--- config.mk ---
export PLATFORM = sky130hd
export DESIGN_NAME = bfa_scan
export DESIGN_NICKNAME = d
export VERILOG_FILES = /design/src/rtl/bfa_pkg.sv /design/src/rtl/bfa_scan.sv
export SDC_FILE = /design/constraint.sdc
export NUM_CORES = 1
export LEC_CHECK = 0
export BUFFER_PORTS_ARGS = -buffer_cell sky130_fd_sc_hd__buf_2
export CORE_MARGIN = 1
export CORE_UTILIZATION = 48
export CTS_CLUSTER_SIZE = 28
export DETAILED_ROUTE_END_ITERATION = 10
export PLACE_DENSITY = 0.78
export SKIP_CTS_REPAIR_TIMING = 1
export SLEW_MARGIN = 20
export SYNTH_ARGS = -nofsm -noshare
export SYNTH_HDL_FRONTEND = slang
export SYNTH_SLANG_ARGS = --single-unit
--- constraint.sdc ---
create_clock -name clk -period 8.7 [get_ports clk]
set_input_delay 0 -clock clk [delete_from_list [all_inputs] [get_ports clk]]
set_output_delay 0 -clock clk [all_outputs]
set_load 0.005 [all_outputs]
--- src/rtl/bfa_pkg.sv ---
package bfa_pkg;

  localparam int HEAP_PAGES  = 64;
  localparam int FREE_SLOTS  = 256;
  localparam int SLOT_AW     = $clog2(FREE_SLOTS);
  localparam int PAGE_CW     = $clog2(HEAP_PAGES + 1);
  localparam int STORE_DEPTH = HEAP_PAGES * 512;
  localparam int STORE_AW    = $clog2(STORE_DEPTH);
  localparam int ADDR_W      = 18;
  localparam int SIZE_W      = 12;
  localparam int STAMP_W     = 32;
  localparam int SLOT_W      = ADDR_W + SIZE_W + STAMP_W;

  localparam logic [12:0] BEST_LIMIT = 13'd5000;
  localparam logic [12:0] PAGE_SLOT  = 13'd4080;
  localparam logic [12:0] HDR_BYTES  = 13'd16;

  localparam logic OP_ALLOC = 1'b0;
  localparam logic OP_FREE  = 1'b1;

  localparam logic [1:0] ST_OK       = 2'd0;
  localparam logic [1:0] ST_NO_PAGES = 2'd1;
  localparam logic [1:0] ST_FULL     = 2'd2;

  typedef struct packed {
    logic              operation;
    logic [SIZE_W-1:0] alloc_size;
    logic [ADDR_W-1:0] block_address;
  } bfa_in_t;

  typedef struct packed {
    logic [ADDR_W-1:0] object_address;
    logic              page_taken;
    logic [1:0]        status;
  } bfa_out_t;

  // one slot table row
  typedef struct packed {
    logic [ADDR_W-1:0]  hdr;
    logic [SIZE_W-1:0]  size;
    logic [STAMP_W-1:0] stamp;
  } bfa_slot_t;

  // scan control and result between sequencer and compare unit
  typedef struct packed {
    logic               start;
    logic               rd_ok;
    logic [12:0]        req;
    logic [STAMP_W-1:0] counter;
  } bfa_scan_ctl_t;

  typedef struct packed {
    logic               found;
    logic [SLOT_AW-1:0] best;
    logic               have_empty;
    logic [SLOT_AW-1:0] empty;
  } bfa_scan_res_t;

endpackage

--- src/rtl/bfa_scan.sv ---
module bfa_scan import bfa_pkg::*; (
  input  logic               clk,
  input  logic               rst_n,
  input  bfa_scan_ctl_t      ctl,
  input  logic [SLOT_AW-1:0] idx,
  input  logic               valid_bit,
  input  bfa_slot_t          row,
  output bfa_scan_res_t      res
);

  logic               found_r, found_nxt;
  logic [SLOT_AW-1:0] best_r, best_nxt;
  logic [12:0]        bsize_r, bsize_nxt;
  logic [STAMP_W-1:0] bage_r, bage_nxt;
  logic               hemp_r, hemp_nxt;
  logic [SLOT_AW-1:0] emp_r, emp_nxt;
  logic [STAMP_W-1:0] age;
  logic [12:0]        s;
  logic               fit;

  always_comb begin
    s   = {1'b0, row.size};
    age = ctl.counter - row.stamp;
    fit = valid_bit && s >= ctl.req && s < BEST_LIMIT;
    found_nxt = found_r;
    best_nxt  = best_r;
    bsize_nxt = bsize_r;
    bage_nxt  = bage_r;
    hemp_nxt  = hemp_r;
    emp_nxt   = emp_r;
    if (ctl.start) begin
      found_nxt = 1'b0;
      hemp_nxt  = 1'b0;
    end else if (ctl.rd_ok) begin
      if (fit && (!found_r || s < bsize_r || (s == bsize_r && age < bage_r))) begin
        found_nxt = 1'b1;
        best_nxt  = idx;
        bsize_nxt = s;
        bage_nxt  = age;
      end
      if (!valid_bit && !hemp_r) begin
        hemp_nxt = 1'b1;
        emp_nxt  = idx;
      end
    end
  end

  always_ff @(posedge clk) begin
    if (!rst_n) begin
      found_r <= 1'b0;
      hemp_r  <= 1'b0;
    end else begin
      found_r <= found_nxt;
      hemp_r  <= hemp_nxt;
    end
    best_r  <= best_nxt;
    bsize_r <= bsize_nxt;
    bage_r  <= bage_nxt;
    emp_r   <= emp_nxt;
  end

  assign res = '{found: found_r, best: best_r, have_empty: hemp_r, empty: emp_r};

  a_start_clears: assert property (@(posedge clk) disable iff (!rst_n)
    ctl.start |=> !found_r && !hemp_r) else $error("scan not cleared");
  a_found_stays: assert property (@(posedge clk) disable iff (!rst_n)
    found_r && !ctl.start |=> found_r) else $error("best fit lost");
  a_empty_first: assert property (@(posedge clk) disable iff (!rst_n)
    hemp_r && !ctl.start |=> $stable(emp_r)) else $error("empty slot moved");

endmodule

==> results.md, run 1 <==
- The flow ran to the end, and the final reports show no timing, DRC or antenna violations.
- The max-slew headroom at the worst pin is 58.2%.
- In this run the core area contains 36 standard-cell rows.
- Entering global routing, the biggest net connects 29 pins.
- For this run, the leading register cell type out of synthesis is sky130_fd_sc_hd__edfxtp_1.
- The core box area is 9860 sq um.
- The final instance area is 6200 sq um.
- In the layout the commonest cells are 119 x sky130_fd_sc_hd__buf_2, 97 x sky130_fd_sc_hd__inv_1, 86 x sky130_fd_sc_hd__ha_1.
- For this design the static power due to leakage is 3.08 nW.
- The clock root buffer is sky130_fd_sc_hd__clkbuf_8.
- Clock skew on the completed layout was measured at 6.55 ps.
- The area of combinational cells with multiple inputs is 2710 sq um.
- The accumulated negative setup slack is 0 ps.
- Along the worst path, the maximum fanout reaches 28.
- The count of vias placed by the detailed router is 4012.
- The flip-flop and latch area is roughly 1800 sq um.
- The worst path arrival time is approximately 4200 ps.
- The area of the die is around 11000 sq um.
- The final critical path takes up 48.0% of the cycle.
- The effective utilization at floorplan is 50.0%.
- The max-capacitance violation count is 0.
- The detail-routed via count per cell is roughly 5.
- Fill cells in the final layout number 817.
- The number of placed instances, taps included, is 747.
- The initial antenna violation count is 0.
- The congestion estimate from routability-driven global placement came to 0.891.
- The I/O pin count is 138.
- The first TritonRoute pass finished after 5 iterations.
- From synthesis to final layout, the design area changed by 25.8%.
- The average routed wire per standard cell is 12.6 um.
- The filler-free cell count of the finished design is 787.
- The x dimension of the die is 103 um.
- The number of clock buffers added by TritonCTS is 9.
- The type of the worst setup path is in -> reg.
- The later pin in the worst-skew pair is clocked with a latency of 340 ps.
- The post-layout total power is 942 uW.
- The post-synthesis average cell area is 9.92 sq um.
- Counting flops with an async set or reset pin after synthesis yields a share of 0%.
- The class of the worst hold path is in -> reg.
- Summed over all layers, the routed wires come to 9890 um.
- At the end of the flow the core is filled with cells to ~63%.
- STA classifies the critical path startpoint as a primary input.
- The worst setup slack after placement is 4160 ps.
- The DRC violation total after the first TritonRoute iteration is 80.
- The net count of the mapped netlist is 704.
- After detailed routing, the number of remaining DRC violations is 0.
- The number of flops mapped to enable cells by yosys is 60.
- Setup violations remaining at the end of the flow were counted as 0.
- Setup repair after global routing left no endpoint under its margin.
- The critical path endpoint category is a register.
- For this run, the top clock speed supported by timing is 239 MHz.
- During synthesis, Yosys emitted a total of 0 warnings.
- The share of post-route cells with drive strength above 1 is around 23%.
- The first global-routing pass estimated 15300 um of wire.
- The total grt overflow is 0.
- The clock passes through at most 2 buffers.
- The number of different library cells in the post-synthesis netlist is 49.
- The CTS sink count is 62.
- For this design the ratio of total power to cell area is 152 nW/um^2.
- The required time of the critical path is 8700 ps.
- The peak supply drop is roughly 70 uV.
- Port buffering added 119 buffers.
- In this run, synthesis produced a sequential element count of 62.
- The via count of the first global-routing pass is 3577.
- Leaving out fill and tap cells, the most frequent cell in the layout is sky130_fd_sc_hd__buf_2.
- The H-tree level count is 3.
- The hold slack is 32.0 ps.
- Summing every instance area after synthesis gives 4930 sq um.
- The number of antenna-violating nets in the routed design is 0.
- The number of antenna diodes in the final layout is 0.
- The final HPWL from detailed placement is 7830 um.
- For the pin with the worst max-slew slack, the measured transition is 623 ps.
- The total count of hold-check failures in the final report is 0.
- The placed instances occupy a cell area of 5690 sq um.
- In the post-route analysis, the smallest setup slack over all paths is 4520 ps.
- The share of the Yosys chip area taken by registers is 37.4%.
- TritonCTS built the clock tree.
- At the end of the flow, the number of nets in the layout was 856.
- The vertical extent of the die is about 100 um.
- In the global route stage, overall resource usage came out at 18.3%.
- For the finished layout, the period the worst path requires is 4180 ps.
- Synthesis produced a netlist whose cell count is 497.
- The max-slew violation count was 0.
- The register clock-pin slew on the reported worst setup and hold paths is 70 ps.
-- area by class of cell --
cell class | instances | share of cell area, %
flip-flops and latches | 62 | 29.7
clock inverters | 7 | 2.34
inverters | 97 | 5.87
multi-input cells | 334 | 43.7
repair buffers | 145 | 13.7
clock buffers | 9 | 2.00
well taps | 133 | 2.68
-- worst paths after layout --
check,start,endpoint,slack [ps],cells past startpoint
worst max register to register,bsize_r[5],bsize_r[10],5800,10
worst min-delay path,valid_bit,emp_r[5],30,2
worst min register to register,found_r,found_r,570,2
worst max-delay path,ctl[0],bsize_r[10],4520,20
-- metal layers --
metal,vias up,track usage [%],wire [um]
met3,14,3.23,295
met1,1830,23.3,4520
met2,89,32.0,4940
met5,-,0,0
met4,0,5.42,131
li1,2079,-,-
-- report_power, final --
group          switching (mW)  total, mW  internal, mW
Sequential            0.00170      0.344         0.342
Clock                   0.120      0.341         0.221
Combinational           0.135      0.257         0.121
-- kinds of logic after synthesis --
logic type / share of synthesized area, %
DFF: 37.4
xor gates and xnor gates: 5.33
adders and majority gates: 22.2
buffers and inverters: 7.87
AOI/OAI and AO/OA: 18.4
and+or+nand+nor: 8.86
-- worst max-delay path, stage by stage --
cell and delay, ps:
sky130_fd_sc_hd__buf_2 70, sky130_fd_sc_hd__inv_1 30, sky130_fd_sc_hd__ha_1 210, sky130_fd_sc_hd__fa_1 400
sky130_fd_sc_hd__nand2b_1 180, sky130_fd_sc_hd__a21oi_1 270, sky130_fd_sc_hd__o21ai_0 200, sky130_fd_sc_hd__a21boi_1 330
sky130_fd_sc_hd__a211o_1 220, sky130_fd_sc_hd__a21o_1 120, sky130_fd_sc_hd__a21oi_1 70, sky130_fd_sc_hd__xnor2_1 210
sky130_fd_sc_hd__ha_1 300, sky130_fd_sc_hd__a21o_1 180, sky130_fd_sc_hd__a21oi_1 150, sky130_fd_sc_hd__nor2_1 70
sky130_fd_sc_hd__a211oi_1 260, sky130_fd_sc_hd__a2111oi_0 190, sky130_fd_sc_hd__nor4_2 330, sky130_fd_sc_hd__buf_4 390
-- state kept, by name, indices dropped and copies added, names as in the netlist --
| name | count |
|---|---|
| hemp_r | 1 |
| bage_r | 32 |
| best_r | 8 |
| bsize_r | 12 |
| emp_r | 8 |
| found_r | 1 |
-- Yosys cell counts, types with 6 or more instances --
cell / count / area (sq um)
sky130_fd_sc_hd__a21oi_1: 41 / 205
sky130_fd_sc_hd__xor2_1: 7 / 61.3
sky130_fd_sc_hd__nor2_1: 19 / 71.3
sky130_fd_sc_hd__a21o_1: 25 / 188
sky130_fd_sc_hd__nand4_1: 9 / 56.3
sky130_fd_sc_hd__inv_1: 97 / 364
sky130_fd_sc_hd__ha_1: 86 / 1080
sky130_fd_sc_hd__nor2b_1: 7 / 43.8
sky130_fd_sc_hd__o21a_1: 6 / 45.0
sky130_fd_sc_hd__nand2b_1: 9 / 56.3
sky130_fd_sc_hd__xnor2_1: 23 / 201
sky130_fd_sc_hd__nor3_1: 6 / 30.0
sky130_fd_sc_hd__nand2_1: 18 / 67.6
sky130_fd_sc_hd__nand3_1: 7 / 35.0
sky130_fd_sc_hd__edfxtp_1: 60 / 1800
sky130_fd_sc_hd__a211oi_1: 6 / 45.0
sky130_fd_sc_hd__o21ai_0: 24 / 120
Note: power is estimated with default switching activity, not from simulation.
==> run 2, diff against run 1 <==
- clock period: 8.7 -> 3.65 ns (I/O delays scaled with it)
==> results.md, run 2 (synthesis results as in run 1) <==
- The flow ran to the end, and the final reports show no timing, DRC or antenna violations.
- The maximum number of pins on one net before global-route repair is 32.
- The count of vias placed by the detailed router is 4240.
- The die is 103 um wide.
- For hold timing, the worst endpoint is bage_r[0].
- The largest clock skew in the final design is approximately 8 ps.
- Dividing total power by cell area gives a power density of 303 nW/um^2.
- Ranked by flip-flop count, first place goes to bage_r.
- The number of diodes added for antenna fixing is 0.
- The max-slew headroom at the worst pin is around a quarter.
- The core region is 9860 sq um.
- The number of flip-flops under the largest register name is 32.
- The critical register-to-register path startpoint is bsize_r[9].
- The register clock-pin slew on the reported worst setup and hold paths is 60 ps.
- The H-tree generated during clock tree synthesis spans 3 levels.
- The startpoint identified for the worst hold timing path is row[0].
- The worst register-to-register path ends at bage_r[20].
- The initial antenna violation count was 0.
- The final weighted congestion in routability-driven placement is roughly 0.81.
- The shortest period the worst path allows is 3620 ps.
- The worst-path cell with the longest stage delay is sky130_fd_sc_hd__or3b_4.
- The setup slack on the worst flop-to-flop path is between 600 and 700 ps.
- The port buffer count is roughly 120.
- The signal on the critical path passes through buf_2 > inv_12 > ha_4 > and3_4 > or3b_4 > buf_4 > o211ai_2 > a21o_1 > a21oi_2 > xnor2_2 > ha_1 > a21o_1 > a21o_1 > a21oi_1 > nor2_1 > a211oi_2 > a2111oi_4 > nor4_4 > buf_4 > clkbuf_16.
- The DRC violation total after the first TritonRoute iteration is 121.
- The worst register-to-register path has a depth of 11.
- The vertical extent of the die is 103 um.
- The CTS sink count is 62.
- The hold slack is 93.4 ps.
- The I/O pin count is roughly 140.
- The peak supply drop is 145 uV.
- The number of cells on the worst hold path is 3.
- The final HPWL from detailed placement is 8530 um.
- The post-synthesis to final-layout area growth is 38.8%.
- The post-layout total power is just over 2 mW.
- The total global-route track usage is 20.2%.
- The CTS tree is done.
- The worst setup path is captured at a register.
- The transition time at the pin with the least slew margin is 1100 ps.
- The filler cells instantiated in the layout total around 700.
- The die covers 10700 sq um.
- The worst setup slack after placement is -373 ps.
- Based on the critical path, the design can be clocked at up to ~280 MHz.
- Of all nets on the critical path, the largest fanout is 8.
- In the layout the commonest cells are 118 x sky130_fd_sc_hd__buf_2, 93 x sky130_fd_sc_hd__inv_1, 75 x sky130_fd_sc_hd__ha_1.
- TritonCTS created 9 clock buffers.
- The max-slew violation count is 0.
- The max-capacitance violation count is 0.
- The buffer levels on the longest clock path is 2.
- Setup repair after global routing could not meet its margin everywhere.
- The initial utilization of the core area, before any placement, comes to 50.0%.
- For this run the aggregate overflow at the end of global routing stands at 0.
- The worst path arrival time is ~3700 ps.
- The first global-routing pass estimated ~17000 um of wire.
- STA classifies the critical path startpoint as a primary input.
- The via count of the first global-routing pass is 3893.
- Dividing the detail-routed wire length by the instance count gives 13.4 um.
- Counting stages on the worst path, the most repeated cell is sky130_fd_sc_hd__a21o_1.
- The clock latency on the worst-skew pair is 340 ps.
- The largest registers in the layout are bage_r (32), bsize_r (12).
- The type of the worst setup path is in -> reg.
- The class of the worst hold path is in -> reg.
- The worst path meets setup with 29.3 ps of slack.
- The number of setup violations in the final report is 0.
- The leakage power of the design is 3.35 nW.
- The accumulated negative setup slack is 0 ps.
- The number of core rows is 36.
- In the routed layout, each cell is associated on average with a via count of slightly above 5.
- The aggregate routed wire length is 11200 um.
- The total count of hold-check failures in the final report is 0.
- The first detailed-routing pass ran for 4 iterations.
- For this run, the post-layout net count is approximately 910.
- The number of antenna-violating nets in the routed design is 0.
- In the finished design, the share of the clock period the worst path needs comes to 99.2%.
- The required time of the critical path is 3700 ps.
- The library cell used most frequently in the layout, excluding fill and tap cells, is sky130_fd_sc_hd__buf_2.
- CTS placed an instance of sky130_fd_sc_hd__clkbuf_8 at the clock tree root.
- The maximum single-stage delay on the critical path is 380 ps.
- For this run, design rule violations remaining after detail routing come to 0.
- Of the cells placed in the final design, the portion with a size suffix greater than 1 is 33.0%.
run 2: worst max path at each step:
stage               depth (start not counted)  slack, ps  startpoint    endpoint
floorplan                                  16      -1120     row[13]   bage_r[0]
global placement                           18       -240      ctl[0]  bage_r[18]
detailed placement                         19       -370      ctl[0]  bage_r[18]
CTS                                        19        -40      ctl[0]  bage_r[27]
global route                               20       -140     row[13]   bage_r[6]
finish                                     20         30     row[13]  bage_r[20]
run 2: per-stage QoR:
step / std cells / utilization, % / instance area (sq um)
detailed placement: 790 / 62.9 / 6210
global placement: 790 / 62.9 / 6210
CTS: 806 / 64.5 / 6360
finish: 839 / 69.4 / 6840
floorplan: 497 / - / 5120
global route: 839 / 69.4 / 6840
run 2: critical path: cells and delay by family:
kind	cells	cell delay (ps)
AND/OR/NAND/NOR	4	860
AO/OA/AOI/OAI	8	1330
buffers and inverters	5	680
XOR/XNOR	1	150
adder cells (fa/ha/maj)	2	600
run 2: power breakdown:
group	internal (mW)	switching, mW	leakage (nW)	total (mW)
logic	0.388	0.378	2.70	0.766
clock network	0.234	0.252	0.0851	0.486
registers	0.816	0.00419	0.559	0.821
total	1.44	0.634	3.35	2.07
run 2: per-layer routing:
metal	wire (um)	part of all wire (%)	track usage [%]
met1	4970	44	25.4
met2	5760	51	36.4
met3	364	3.2	2.02
met4	147	1.3	6.18
met5	0	0	0
run 2: final cells by class:
cell class | instances | area (sq um) | share of cell area, %
Clock buffer | 9 | 124 | 1.81
Clock inverter | 7 | 31.3 | 0.457
Inverter | 97 | 389 | 5.69
Multi-Input combinational cell | 334 | 2980 | 43.5
Sequential cell | 62 | 1840 | 26.9
Tap cell | 133 | 166 | 2.43
Timing Repair Buffer | 197 | 1310 | 19.1
